`src/rtl/cnds_pkg.sv`:
```
// cnds_pkg: shared types and constants for the class nearest distance scorer.
// No dependencies.
package cnds_pkg;
    localparam int ENTRY_DEPTH = 1024;
    localparam int AW = $clog2(ENTRY_DEPTH);
    localparam int CW = $clog2(ENTRY_DEPTH + 1);
    localparam int CLASS_COUNT = 4;
    localparam logic [16:0] DIST_INF = 17'h10000;
    localparam logic signed [33:0] SCORE_MIN = {1'b1, 33'd0};

    localparam logic OP_STORE = 1'b0;
    localparam logic OP_SCORE = 1'b1;

    typedef enum logic [2:0] {
        t_ST_IDLE, t_ST_READ, t_ST_SCAN, t_ST_SORT, t_ST_DIV0, t_ST_DIV1
    } t_state;

    typedef struct packed {
        logic        start;
        logic [35:0] dividend;
        logic [19:0] divisor;
    } t_div_req;

    typedef struct packed {
        logic        done;
        logic [35:0] quotient;
    } t_div_rsp;
endpackage

```
`src/rtl/cnds_divider.sv`:
```
// cnds_divider: shared restoring divider, one quotient bit per cycle.
// Depends on cnds_pkg.
module cnds_divider (
    input  logic              i_clk,
    input  logic              i_rst_n,
    input  cnds_pkg::t_div_req i_req,
    output cnds_pkg::t_div_rsp o_rsp
);
    logic [35:0] r_q, n_q;
    logic [20:0] r_rem, n_rem;
    logic [19:0] r_div;
    logic [5:0]  r_cnt;
    logic        r_busy, r_done;
    logic [20:0] w_trial;

    always_comb begin
        w_trial = {r_rem[19:0], r_q[35]} - {1'b0, r_div};
        if (!w_trial[20]) begin
            n_rem = w_trial;
            n_q   = {r_q[34:0], 1'b1};
        end else begin
            n_rem = {r_rem[19:0], r_q[35]};
            n_q   = {r_q[34:0], 1'b0};
        end
    end

    always_ff @(posedge i_clk) begin
        if (!i_rst_n) begin
            r_busy <= 1'b0;
            r_done <= 1'b0;
            r_cnt  <= '0;
        end else begin
            r_done <= 1'b0;
            if (i_req.start) begin
                r_busy <= 1'b1;
                r_cnt  <= 6'd36;
                r_q    <= i_req.dividend;
                r_rem  <= '0;
                r_div  <= i_req.divisor;
            end else if (r_busy) begin
                r_q   <= n_q;
                r_rem <= n_rem;
                r_cnt <= r_cnt - 6'd1;
                if (r_cnt == 6'd1) begin
                    r_busy <= 1'b0;
                    r_done <= 1'b1;
                end
            end
        end
    end

    assign o_rsp.done     = r_done;
    assign o_rsp.quotient = r_q;

    assert property (@(posedge i_clk) disable iff (!i_rst_n) r_done |-> !r_busy)
        else $error("div done while busy");
    assert property (@(posedge i_clk) disable iff (!i_rst_n) i_req.start |=> r_busy)
        else $error("div did not start");
    assert property (@(posedge i_clk) disable iff (!i_rst_n) r_busy |-> r_cnt != 6'd0)
        else $error("div count ran out");
endmodule

```
`config.mk`:
```
export PLATFORM = sky130hd
export DESIGN_NAME = cnds_divider
export DESIGN_NICKNAME = d
export VERILOG_FILES = /design/src/rtl/cnds_pkg.sv /design/src/rtl/cnds_divider.sv
export SDC_FILE = /design/constraint.sdc
export NUM_CORES = 1
export LEC_CHECK = 0
export ABC_AREA = 0
export BUFFER_PORTS_ARGS = -buffer_cell sky130_fd_sc_hd__buf_2
export CORE_MARGIN = 2
export CORE_UTILIZATION = 40
export DETAILED_ROUTE_END_ITERATION = 8
export GPL_TIMING_DRIVEN = 0
export PLACE_DENSITY = 0.61
export REMOVE_ABC_BUFFERS = 1
export SLEW_MARGIN = 20
export SYNTH_ARGS = -nofsm -noshare
export SYNTH_HDL_FRONTEND = slang
export SYNTH_SLANG_ARGS = --single-unit
```
`constraint.sdc`:
```
create_clock -name i_clk -period 3.2 [get_ports i_clk]
set_clock_uncertainty 0.2 [all_clocks]
set_input_delay 0.64 -clock i_clk [delete_from_list [all_inputs] [get_ports i_clk]]
set_output_delay 0.64 -clock i_clk [all_outputs]
set_load 0.01 [all_outputs]
```
# After elaboration in Yosys (flattened, before gate mapping)
# Cells that the tools add are included.
[classes] n_addsub=2 mul=0 n_div=0 n_lt_le_gt_ge=0 eq_ne=1 n_shift=0 mux=11 bitwise_logic=2 n_reduce_logical=5
[op_table] op="2-to-1 mux 36 bit" n=2
[op_table] op="2-to-1 mux 20 bit" n=2
[op_table] op="subtractor 21 x 20 -> 21 bit" n=1
[op_table] op="2-to-1 mux 6 bit" n=2
[op_table] op="equality test 6 x 1 -> 1 bit, second input constant" n=1
[op_table] op="subtractor 6 x 1 -> 6 bit, second input constant" n=1
[op_table] op="2-to-1 mux 1 bit" n=5
[op_table] op="AND reduction 2 bit" n=2
[op_table] op="OR reduction 3 bit" n=1
[op_table] op="NOT 1 bit" n=2
[op_table] op="nonzero test 2 bit" n=1
[op_table] op="OR reduction 2 bit" n=1
[word_totals] register_bits=84 latchBits=0 mem_bits_rw=0 romBits=0 in_bits=59 out_inout_bits=37 mem_count=0

# Longest topological paths before layout
[logic_depth] depth_word=4 mapped_depth=12 depth_no_buf=11

# Worst setup path before layout
# Ideal clock, no wire load.
[synth_timing] path_kind="register to register" from="reg r_q[35]" to="reg r_rem[3] (data pin)" arrival_time_ps=2617 t_required_ps=2733 slack_ps=116 path_stages_with_launch=13 cell_sequence="edfxtp_1 inv_1 ha_1 fa_1 nor2b_4 o2111ai_2 a311o_2 nand3b_4 a211oi_4 xnor2_4 buf_6 mux2i_1 nor2_1"
[synth_between] elab_chain_cells=3
[synth_rtl] element="start: declaration" line="cnds_divider.sv:9" text="logic [35:0] r_q, n_q;"
[synth_rtl] element="start signal: assignment" line="cnds_divider.sv:37" text="r_q <= i_req.dividend;"
[synth_rtl] element="start signal: assignment" line="cnds_divider.sv:41" text="r_q <= n_q;"
[synth_rtl] element="subtractor 21 x 20 -> 21 bit" line="cnds_divider.sv:17" text="w_trial = {r_rem[19:0], r_q[35]} - {1'b0, r_div};"
[synth_rtl] element="2-to-1 mux 20 bit" line="cnds_divider.sv:18" text="if (!w_trial[20]) begin"
[synth_rtl] element="2-to-1 mux 20 bit" line="cnds_divider.sv:40" text="end else if (r_busy) begin"
[synth_rtl] element="end signal: assignment" line="cnds_divider.sv:42" text="r_rem <= n_rem;"
[synth_rtl] element="end: declaration" line="cnds_divider.sv:10" text="logic [20:0] r_rem, n_rem;"
# Every way passes these cells. The select of a mux whose other input is x is not followed.
# A chain may end at the register's enable or synchronous reset.

# Worst setup path after layout
[layout_timing] from="reg r_q[35]" to="reg r_q[0] (data pin)"
[layout_between] elab_chain_cells=4
[layout_rtl] element="subtractor 21 x 20 -> 21 bit" line="cnds_divider.sv:17"
[layout_rtl] element="2-to-1 mux 1 bit" line="cnds_divider.sv:18"
[layout_rtl] element="2-to-1 mux 36 bit" line="cnds_divider.sv:40"
[layout_rtl] element="2-to-1 mux 36 bit" line="cnds_divider.sv:34" text="if (i_req.start) begin"
# Every way passes these cells. The select of a mux whose other input is x is not followed.

==> summary.md <==
| Metric | Value |
|---|---|
| Status | finished, final reports clean |
| Post-synthesis simple-gate area fraction | 0.0896 |
| Top layer in use | met4 |
| Ant diodes | 0 |
| Main combinational cell family by area after synthesis | multiplexers |
| Max-cap violations | 0 |
| Hold path cells | 1 |
| Unrepaired setup endpoints after global routing | yes |
| Port buffer count | 95 |
| Buffers and inverters on the worst path | 4 |
| Drt via density | 5.00 |
| Number of global-route vias before repair | 3239 |
| Worst-Margin Slew | 0.914 ns |
| Sequential cell area | 2440 um2 |
| Post-Synth XOR/XNOR Area | 0.0408 |
| Synth Area in Compound Gates | 0.0985 |
| TritonCTS clock tree | done |
| Via count | 3087 |
| Hold Buf Count CTS | 0 |
| Post-route minimum period | 3.15 ns |
| Post-Synthesis Cell Area | 4540 um2 |
| GRT Resource Usage Total | 0.159 |
| Sink Count | 84 |
| Mux cell area share after synthesis | 0.130 |
| Worst path slowest cell | fa_2 |
| Cells on worst reg2reg path | 13 |
| Top Family by Delay on Critical Path | adder cells |
| Final wirelength | 9300 um |
| Crit path depth | 13 |
| Largest net degree at the start of global routing | slightly below 60 |
| Data required, critical path | approximately 3.1 ns |
| DR DRC count | 0 |
| Multi-input gate area | roughly 2000 um2 |
| # IOs | 96 |
| Die area | 12200 um2 |
| Reg-to-Reg Start | r_q[35] |
| Met1 WL | 4320 um |
| Fraction of layout cells with a size suffix above 1 | 0.358 |
| Area after DPL | 5160 um2 |
| Cell mode on critical path | buf_6 |
| Height of the chip | 111 um |
| Worst setup EP type | register |
| Die Width | approximately 110 um |
| Hold Path Origin | i_req[16] |
| Crit Path Max Fanout | 11 |
| CTS HTree Levels | 3 |
| Max Root-Sink Buffers | 2 |
| Total congestion overflow | 0 |
| Met3 wire len | 660 um |
| Critical path, cell by cell | inv_1 -> ha_2 -> fa_2 -> nor2b_4 -> o2111ai_2 -> a311o_2 -> nand3b_4 -> a211oi_4 -> buf_6 -> xnor2_4 -> buf_12 -> buf_6 -> mux2_4 |
| Slew headroom | 0.390 |
| Cts bufs inserted | 9 |
| Crit path largest cell delay | 0.42 ns |
| Avg Inst Size Synth | 12.4 um2 |
| Post-Synth Adder-Cell Area | 0.0651 |
| Maximum vdd drop | 0.264 mV |
| GP Congestion | a little under 0.8 |
| P&R area growth vs syn | 23.2% |
| Cell area after layout | 5590 um2 |
| DP HPWL | roughly 6200 um |
| FFs w/ async S/R, synth | 0 |
| Root Driver | clkbuf_16 |
| Seq cells post-synth | 84 |
| Initial DRC count | about 150 |
| Final Setup Violations | 0 |
| Yosys warnings | 0 |
| Avg WL per Cell | 15.1 um |
| Final ANT Viol Nets | 0 |
| Period utilization | 0.985 |
| Met2 wire len | 4150 um |
| Insertion delay to the later sink of the worst-skew pair | 0.34 ns |
| FF-to-FF setup slack | about 0.047 ns |
| Core Box Area | 10900 um2 |
| Synth Instances | around 370 |
| Fillers | a little under 1000 |
| Synth unique cells | 47 |
| Antenna violations before repair | 0 |
| Final Hold Viols | 0 |
| Final Slew Violations | 0 |
| First-pass GRT wire length | 15600 um |
| NumNets Final | 555 |
| Fmax | 0.317 GHz |
| Drt pass-1 iters | 4 |
| Post-place setup slack | -0.537 ns |
| Final setup margin | 0.0467 ns |
| CP Launch Type | register |
| Crit path kind | register to register |
| Worst hold-check path type | input pin to register |
| Power Density | between 500 and 600 nW/um2 |
| Initial Util | 0.415 |
| Worst Path Arrival | 3.05 ns |
| Row cnt | 38 |
| Reg-to-Reg End | r_q[0] |
| Post-synth EDFFs | 76 |
| Seq/Total Area, Yosys | 0.538 |
| Top_reg_cell synth | edfxtp_1 |
| Leakage | 2.34 nW |
| Reg clk slew, reported paths | 0.06 ns |
| Hold EP | r_div[16] |
## cell usage after synthesis (7+ instances only)
master / n / share of area
nor2_1: 29 / 0.024
mux2i_1: 16 / 0.035
inv_1: 30 / 0.025
nand3_1: 9 / 0.0099
dfxtp_1: 8 / 0.035
a21o_1: 7 / 0.012
mux2_2: 38 / 0.094
ha_1: 22 / 0.061
o21ai_0: 12 / 0.013
xnor2_1: 14 / 0.027
a21oi_1: 18 / 0.020
nand2_1: 12 / 0.0099
edfxtp_1: 76 / 0.50
## cells in the final DEF, fill, tap and decap left out, drive strengths merged, types with 8 or more instances in the layout
cell type and n:
a21oi 18, inv 30, mux2 38, mux2i 16, dfxtp 8, nand2 12
buf 106, o21ai 12, clkbuf 10, nor2 29, edfxtp 76, nand3 9
xnor2 16, ha 22
## worst register-to-register path: stages (launching register included)
cell and delay [ns]:
edfxtp_1 0.36, inv_1 0.06, ha_2 0.19, fa_2 0.42, nor2b_4 0.14, o2111ai_2 0.13, a311o_2 0.39, nand3b_4 0.10
a211oi_4 0.09, buf_6 0.17, xnor2_4 0.14, buf_12 0.16, buf_6 0.12, mux2_4 0.25
## where the power goes
group | switching (mW) | internal [mW] | total [mW]
clock | 0.415 | 0.596 | 1.01
combinational | 0.414 | 0.407 | 0.820
sequential | 0.0478 | 1.31 | 1.36
total | 0.876 | 2.32 | 3.19
## metal layers
layer | up-vias | GRT usage
met1 | 1426 | 0.209
li1 | 1563 | -
met4 | 0 | 0.0650
met2 | 85 | 0.238
met3 | 13 | 0.0582
met5 | - | 0
## worst max-delay path by stage
stage               slack (ns)   endpoint  startpoint
floorplan                -0.16   r_rem[1]     r_q[35]
global placement         -1.11    r_q[22]   i_req[56]
detailed placement       -0.54  r_rem[10]     r_q[35]
CTS                      0.005  r_rem[10]     r_q[35]
global route             -0.03     r_q[0]     r_q[35]
finish                    0.05     r_q[0]     r_q[35]
## registers in the layout (all words and copies together) (netlist names)
signal / cells
r_q: 36
r_div: 20
r_rem: 20
r_cnt: 6
r_busy: 1
r_done: 1
## kinds of logic (layout without fill, tap and decap cells)
group                    after synthesis  after routing
XOR/XNOR                              19             20
adder cells (fa/ha/maj)               23             23
multiplexers                          54             54
AO/OA/AOI/OAI                         66             66
AND/OR/NAND/NOR                       79             79
buffers and inverters                 41            151
flip-flops                            84             84
## through the flow
step	hold slack [ns]	util	power (mW)	setup TNS, ns	cells
6_report	0.268	0.511	3.19	0	617
3_3_place_gp	0.264	0.469	2.09	-72.56	590
4_1_cts	0.258	0.503	3.18	0	610
5_1_grt	0.265	0.511	3.36	-0.0401	617
2_1_floorplan	0.256	-	1.91	-1.74	355
3_5_place_dp	0.271	0.472	2.11	-9.83	591
## timing repair
| action | 4_1_cts | 5_1_grt |
|---|---|---|
| gates resized for setup | 2 | 7 |
| gates cloned | 1 | 0 |
| buffers inserted | 3 | 7 |
| setup endpoints to repair | 21 | 21 |
| hold endpoints to repair | 0 | 0 |
| pin swaps | 2 | 5 |
## layout make-up
type                    count  share of cell area
repair buffers            106               0.108
flip-flops and latches     84               0.437
multi-input cells         242               0.352
well taps                 140              0.0313
inverters                  30              0.0202
clock buffers              10              0.0410
clock inverters             5             0.00963
(Power assumes the default switching activity.)
